<file path="src/hdl/dsdft_pkg.sv">
// Shared types, constants and the twiddle generator for the damped sliding DFT.
// Used by the controller, the datapath and the top level; depends on nothing.
package dsdft_pkg;

    localparam int IDX_W      = 6;
    localparam int X_W        = 17;
    localparam int TW_W       = 18;
    localparam int DAMP_W     = 17;
    localparam int CORDIC_N   = 30;
    localparam logic [DAMP_W-1:0] DAMP_ONE = 17'd65536;

    localparam logic OP_PUSH  = 1'b0;
    localparam logic OP_CLEAR = 1'b1;

    localparam longint TURN_ATAN [CORDIC_N] = '{
        536870912, 316933406, 167458907, 85004756, 42667331, 21354465,
        10679838, 5340245, 2670163, 1335087, 667544, 333772, 166886,
        83443, 41722, 20861, 10430, 5215, 2608, 1304, 652, 326, 163,
        81, 41, 20, 10, 5, 3, 1
    };

    typedef struct packed {
        logic        op;
        logic [15:0] sample;
    } in_t;

    typedef struct packed {
        logic [IDX_W-1:0] bin_index;
        logic [31:0]      bin_real;
        logic [31:0]      bin_imag;
        logic             last_bin;
        logic [IDX_W-1:0] peak_index;
    } out_t;

    typedef struct packed {
        logic             load;
        logic             clear;
        logic             hist_rd;
        logic             make_diff;
        logic             issue;
        logic [IDX_W-1:0] slot;
        logic [IDX_W-1:0] k;
    } cmd_t;

    typedef struct packed {
        logic adv;
        logic busy;
    } sts_t;

    // Rotates gain-corrected unity to the given phase (fraction of a turn in 32 bits)
    // and returns {cos, sin} in Q16. Only evaluated on constants.
    function automatic logic [2*TW_W-1:0] twiddle(input logic [31:0] phase);
        logic [31:0] p;
        logic        flip;
        longint      x;
        longint      y;
        longint      z;
        longint      dx;
        longint      dy;
        longint      c;
        longint      s;
        p    = phase;
        flip = 1'b0;
        x    = 652032874;
        y    = 0;
        if (p >= 32'h4000_0000 && p < 32'hC000_0000)
        begin
            p    = p - 32'h8000_0000;
            flip = 1'b1;
        end
        z = p[31] ? longint'(p) - 64'sd4294967296 : longint'(p);
        for (int i = 0; i < CORDIC_N; i++)
        begin
            dx = y >>> i;
            dy = x >>> i;
            if (z >= 0)
            begin
                x = x - dx;
                y = y + dy;
                z = z - TURN_ATAN[i];
            end
            else
            begin
                x = x + dx;
                y = y - dy;
                z = z + TURN_ATAN[i];
            end
        end
        if (flip)
        begin
            x = -x;
            y = -y;
        end
        c = (x + 8192) >>> 14;
        s = (y + 8192) >>> 14;
        return {c[TW_W-1:0], s[TW_W-1:0]};
    endfunction

endpackage

</file>
<file path="src/hdl/dsdft_ctrl.sv">
// Sequencer for the damped sliding DFT: request handshake, history step and bin issue.
// Depends on dsdft_pkg; drives dsdft_dp through a command struct.
module dsdft_ctrl #(
    parameter int WINDOW = 64
) (
    input  logic             clk,
    input  logic             rst_n,
    input  logic             in_valid,
    output logic             in_ready,
    input  logic             in_op,
    input  dsdft_pkg::sts_t  sts,
    output dsdft_pkg::cmd_t  cmd
);

    localparam int KW = $clog2(WINDOW);

    typedef enum logic [3:0] {
        ST_IDLE  = 4'b0001,
        ST_HIST  = 4'b0010,
        ST_RUN   = 4'b0100,
        ST_DRAIN = 4'b1000
    } state_t;

    state_t        state_reg, state_next;
    logic [KW-1:0] k_reg, k_next;
    logic [KW-1:0] slot_reg, slot_next;
    logic          accept;

    assign in_ready = (state_reg == ST_IDLE);
    assign accept   = in_valid && in_ready;

    always_comb
    begin
        state_next = state_reg;
        k_next     = k_reg;
        slot_next  = slot_reg;
        cmd        = '0;
        cmd.slot   = dsdft_pkg::IDX_W'(slot_reg);
        cmd.k      = dsdft_pkg::IDX_W'(k_reg);
        unique case (state_reg)
            ST_IDLE:
            begin
                if (accept)
                begin
                    if (in_op == dsdft_pkg::OP_CLEAR)
                    begin
                        cmd.clear = 1'b1;
                        slot_next = '0;
                    end
                    else
                    begin
                        cmd.load    = 1'b1;
                        cmd.hist_rd = 1'b1;
                        state_next  = ST_HIST;
                    end
                end
            end
            ST_HIST:
            begin
                // The oldest sample is out of the history now; replace it.
                cmd.make_diff = 1'b1;
                slot_next     = (slot_reg == KW'(WINDOW - 1)) ? '0 : slot_reg + 1'b1;
                k_next        = '0;
                state_next    = ST_RUN;
            end
            ST_RUN:
            begin
                cmd.issue = 1'b1;
                if (sts.adv)
                begin
                    k_next = k_reg + 1'b1;
                    if (k_reg == KW'(WINDOW - 1))
                    begin
                        k_next     = '0;
                        state_next = ST_DRAIN;
                    end
                end
            end
            ST_DRAIN:
            begin
                // Wait for every bin write-back before the next request may read.
                if (!sts.busy)
                begin
                    state_next = ST_IDLE;
                end
            end
            default:
            begin
                state_next = ST_IDLE;
            end
        endcase
    end

    always_ff @(posedge clk or negedge rst_n)
    begin
        if (!rst_n)
        begin
            state_reg <= ST_IDLE;
            k_reg     <= '0;
            slot_reg  <= '0;
        end
        else
        begin
            state_reg <= state_next;
            k_reg     <= k_next;
            slot_reg  <= slot_next;
        end
    end

endmodule

</file>
<file path="config.mk">
export PLATFORM = sky130hd
export DESIGN_NAME = dsdft_ctrl
export DESIGN_NICKNAME = d
export VERILOG_FILES = /design/src/hdl/dsdft_pkg.sv /design/src/hdl/dsdft_ctrl.sv
export SDC_FILE = /design/constraint.sdc
export NUM_CORES = 1
export LEC_CHECK = 0
export BUFFER_PORTS_ARGS = -buffer_cell sky130_fd_sc_hd__buf_2
export CAP_MARGIN = 0
export CORE_MARGIN = 4
export CORE_UTILIZATION = 35
export DETAILED_ROUTE_END_ITERATION = 16
export PLACE_DENSITY_LB_ADDON = 0.05
export SETUP_SLACK_MARGIN = 0.2
export SYNTH_ARGS = -nofsm -noshare
export SYNTH_HDL_FRONTEND = slang
export SYNTH_SLANG_ARGS = --single-unit
export TNS_END_PERCENT = 100
</file>
<file path="constraint.sdc">
create_clock -name clk -period 1.73 [get_ports clk]
set_clock_uncertainty 0.15 [all_clocks]
set_input_delay 0.0865 -clock clk [delete_from_list [all_inputs] [get_ports clk]]
set_output_delay 0.0865 -clock clk [all_outputs]
set_load 0.05 [all_outputs]
</file>
Word-level counts from Yosys, hierarchy flattened
Cells that the tools add are included.
- register bits after elaboration: 16
- input port bits: 6
- output and inout port bits: 18
- word-level logic and storage cells: 42
- $add $sub $neg: 2
- eq/ne operators: 12
- multiplexer cells: 19
- reductions and logical operators: 6
- operators with widths (cell ; count):
    $mux W6 ; 5
    $pmux W6 S2 ; 2
    $mux W4 ; 5
    $pmux W4 S4 ; 1
    $add A6 B1 Y6 const B ; 2
    $eq A6 B6 Y1 const B ; 2
    $ne A2 B2 Y1 const B ; 4
    $mux W3 ; 2
    $reduce_and A5 Y1 ; 1
    $eq A4 B1 Y1 const B ; 1
    $eq A4 B2 Y1 const B ; 1
    $eq A4 B3 Y1 const B ; 1
    $eq A4 B4 Y1 const B ; 1
    $mux W1 ; 4
    $ne A2 B1 Y1 const B ; 2
    $reduce_bool A2 Y1 ; 2
    $reduce_and A3 Y1 ; 1
    $reduce_and A2 Y1 ; 1
    $logic_and A1 B1 Y1 ; 1

Longest topological paths before layout
- depth in word-level cells: 4
- depth in mapped cells: 7
- mapped depth without buffers: 5

Worst setup path after synthesis
OpenSTA, ideal clock, no wires.
- path kind: register to register
- start point: register state_reg[0]
- end point: register slot_reg[3]
- library setup time: 118 ps
- data arrival time: 2710 ps
- data required time: 1462 ps
- setup slack: -1248 ps
- cell stages (with the launch flop): 6
- path buffers: 1
- period minus slack after synthesis: 2978 ps
- cell sequence: dfstp_2 nor4b_2 and3_1 clkbuf_1 o22ai_1 a21o_1
- word-level cells in the longest chain between the ends: 4
- elaborated cells between the ends (all ways): 8
- those cells by class: 4 x eq/ne; 1 x mux; 3 x reduce/logical
- RTL lines (element ; line ; source):
    from (decl) ; dsdft_ctrl.sv:24 ; state_t state_reg, state_next;
    from (signal assigned) ; dsdft_ctrl.sv:104 ; state_reg <= state_next;
    $eq A4 B1 Y1 * ; dsdft_ctrl.sv:29 ; assign in_ready = (state_reg == ST_IDLE);
    via in_ready ; dsdft_ctrl.sv:9 ; output logic in_ready,
    $logic_and A1 B1 Y1 ; dsdft_ctrl.sv:30 ; assign accept = in_valid && in_ready;
    $ne A2 B1 Y1 (no line) ; -- ;
    $reduce_and A3 Y1 (no line) ; -- ;
    to (signal assigned) ; dsdft_ctrl.sv:106 ; slot_reg <= slot_next;
    to (decl) ; dsdft_ctrl.sv:26 ; logic [KW-1:0] slot_reg, slot_next;
Mark *: on every way through the listed nets, which the timed path passes. The rest lies on a longest branch.
A chain may end at the register's enable or synchronous reset.

==> run_results.csv <==
group,metric,value,unit
status,outcome,"complete, but fails checks",
status,violations,"setup timing",
cts,cts-root-buf,"clkbuf_4",
synth,ys_ff_latch,16,
synth,synthArstFlopShare,1.000,
routing,vias,854,
synth,ys_types,38,
setup_path,endpoint_kind,"output pin",
routing,dr.pass1.iters,3,
synth,synth_top_cell_area_share,0.4298,
synth,synth_cells,86,
power,p_switching,737.4,uW
cts,clk_latency,290,ps
placed_design,place_worst_setup_slack,-86.75,ps
layout,drive_gt1_frac,0.5827,
routing,drc,0,
flow_run,cap_violations,0,
setup_path,required,1490,ps
global_route,grt_pass1_vias,884,
floorplan,rows,17,
setup_path,r2r-start,"state_reg[3]",
timing,finalSetupViolCount,10,
power,leakage,0.0007322,uW
layout,finalNetCount,148,
routing,drt-vias-per-instance,5.114,
cts,cts_tree,"built",
cts,htree_levels,1,
timing,timing_hold_violations_final,0,
synth,synth_top_area_cell,"dfrtp_1",
layout,area_growth,73.78,%
timing,slew_headroom,0.7501,
synth,synthesis.area,873.3,um^2
setup_path,cp_max_fo,3,
synth,yosysSeqAreaShare,0.4599,
floorplan,core-area,0.002297,mm^2
setup_path,start_kind,"flip-flop",
setup_path,cp_data_arrival_time,1580,ps
floorplan,fp.dieW,57.95,um
placed_design,dp_hpwl,1632,um
global_route,use_met3,0.02004,
floorplan,die_y,57.95,um
synth,synth_ff_type,"dfrtp_1",
synth,synthTopCellsByCount,"dfrtp_1 (15), nand2_1 (9), and3_1 (5), nand3_1 (5), a21o_1 (4)",
synth,synth_nets,94,
global_route,grt_pass1_wl,3995,um
cts,cts_made_buffers,3,
routing,routed_wl,2374,um
synth,yosys.cell_count.top_type,"dfrtp_1",
global_route,globalRouteOverflowTotal,0,
cts,cts_buffer_depth,2,
synth,avgSynthCellArea,10.16,um^2
timing,drv_slew,0,
timing,rsz0062_at_grt,"true",
power,netSwitchingFraction,0.4544,
global_route,grt.total_usage,0.1563,
routing,drtAntennaViolNets,0,
synth,yosysWarnings,0,
routing,wl_per_cell,14.22,um
setup_path,criticalPathCategory,"reg2out",
routing,drt_iter0_drc,20,
timing,fmax,0.5496,GHz
setup_path,r2r-end,"slot_reg[4]",
timing,period_share,1.052,
placed_design,gp_congestion,0.8009,
floorplan,io_pins,24,
global_route,grt_max_degree,17,
floorplan,die_area,0.003358,mm^2
hold_path,hold_class,"in2async",
placed_design,io_buffers,23,
power,p_int,885.5,uW
power,powerDensity,1069,mW/mm^2
synth,synth_area_leaders,"dfrtp_1 (43%), nand2_1 (3.9%), and3_1 (3.6%)",
layout,diodes,0,
cts,cts.clk_slew.worst_paths,90,ps
setup_path,crit_path_start,"state_reg[3]",
global_route,antenna_found_initial,0,
power,ir_worst_vdd,0.001114,V
global_route,grt.busiest_layer,"met2",
setup_path,reg2regPathDepth,4,
cts,clock-sinks,16,
timing,fin_crit,1819,ps
layout,fillers,187,
timing,fin_hold_ws,82.36,ps
floorplan,start_util,0.3802,
global_route,met2_usage,0.2500,
global_route,gr-usage-met1,0.2058,
power,seqPwrFrac,0.349,
power,p_clk_frac,0.131,
setup_path,rrSetupSlack,-60,ps
power,comb_power_share,0.520,
timing,worstMarginPinSlew,369.7,ps
timing,fin_ws,-89.36,ps
synth,synth_edf_count,0,
## critical path, cell delays in order (launching register included)
cell	delay (ps)
dfrtp_2	410
or4b_4	560
inv_4	80
buf_6	100
buf_8	140
## logic make-up (layout without fill, tap and decap cells)
kind of cell,Yosys count,in the layout,share of synthesized area
AO/OA/AOI/OAI,21,21,0.1676
XOR/XNOR,2,2,0.02006
adder cells (fa/ha/maj),2,2,0.02865
buffers and inverters,7,60,0.04869
flip-flops,16,16,0.4599
multiplexers,2,2,0.02435
AND/OR/NAND/NOR,36,36,0.2507
## routing by layer
layer / up-vias / part of all wire
met5: - / 0
met2: 15 / 0.48
met3: 5 / 0.028
met4: 0 / 0.022
li1: 428 / -
met1: 406 / 0.47
## metrics by stage
stage	area (um^2)	power, uW	std cells	TNS, ps	util
finish	1518	1623	167	-544.4	0.6607
floorplan	937.1	1053	86	-4381	-
global placement	1144	1239	145	-228.7	0.4978
detailed placement	1144	1243	145	-453.4	0.4978
global route	1518	1720	167	-1407	0.6607
CTS	1443	1553	163	-694.3	0.6280
## worst max path at each step
stage                  end  slack [ps]  cells past startpoint
4_1_cts            cmd[13]        -110                      4
5_1_grt            cmd[14]        -150                      4
2_1_floorplan  slot_reg[5]        -460                      5
3_3_place_gp      k_reg[3]         -50                      5
6_report           cmd[13]         -90                      4
3_5_place_dp      k_reg[3]         -90                      5
## power groups by stage
stage	Sequential, uW	Combinational, uW	Clock [uW]
4_1_cts	561	770	222
6_report	567	844	212
5_1_grt	587	898	236
2_1_floorplan	845	208	0
3_3_place_gp	565	673	0
3_5_place_dp	567	677	0
## layout by cell type (no fill, tap or decap), drive strengths merged, types with 3 or more instances in the layout
master       count
buf             49
dfrtp           15
nand2            9
dlygate4sd3      5
nand3            5
and3             5
o21ai            5
a21o             4
clkbuf           4
nor2             3
nor4b            3
a21oi            3
o22ai            3
## what timing repair did
action / CTS / global route
pin swaps: 15 / 3
resized for setup: 44 / 9
buffers inserted: 9 / 4
hold buffers: 5 / 0
setup endpoints to repair: 19 / 21
hold endpoints to repair: 19 / 0
## final cells by class
cell class	count	area [um^2]	share of cell area
Tap cell	28	35.03	0.02308
Timing Repair Buffer	54	498.0	0.3281
Sequential cell	16	406.6	0.2679
Inverter	2	10.01	0.006595
Multi-Input combinational cell	63	541.8	0.3570
Clock buffer	4	26.28	0.01731
Power figures use the tool's default switching activity.
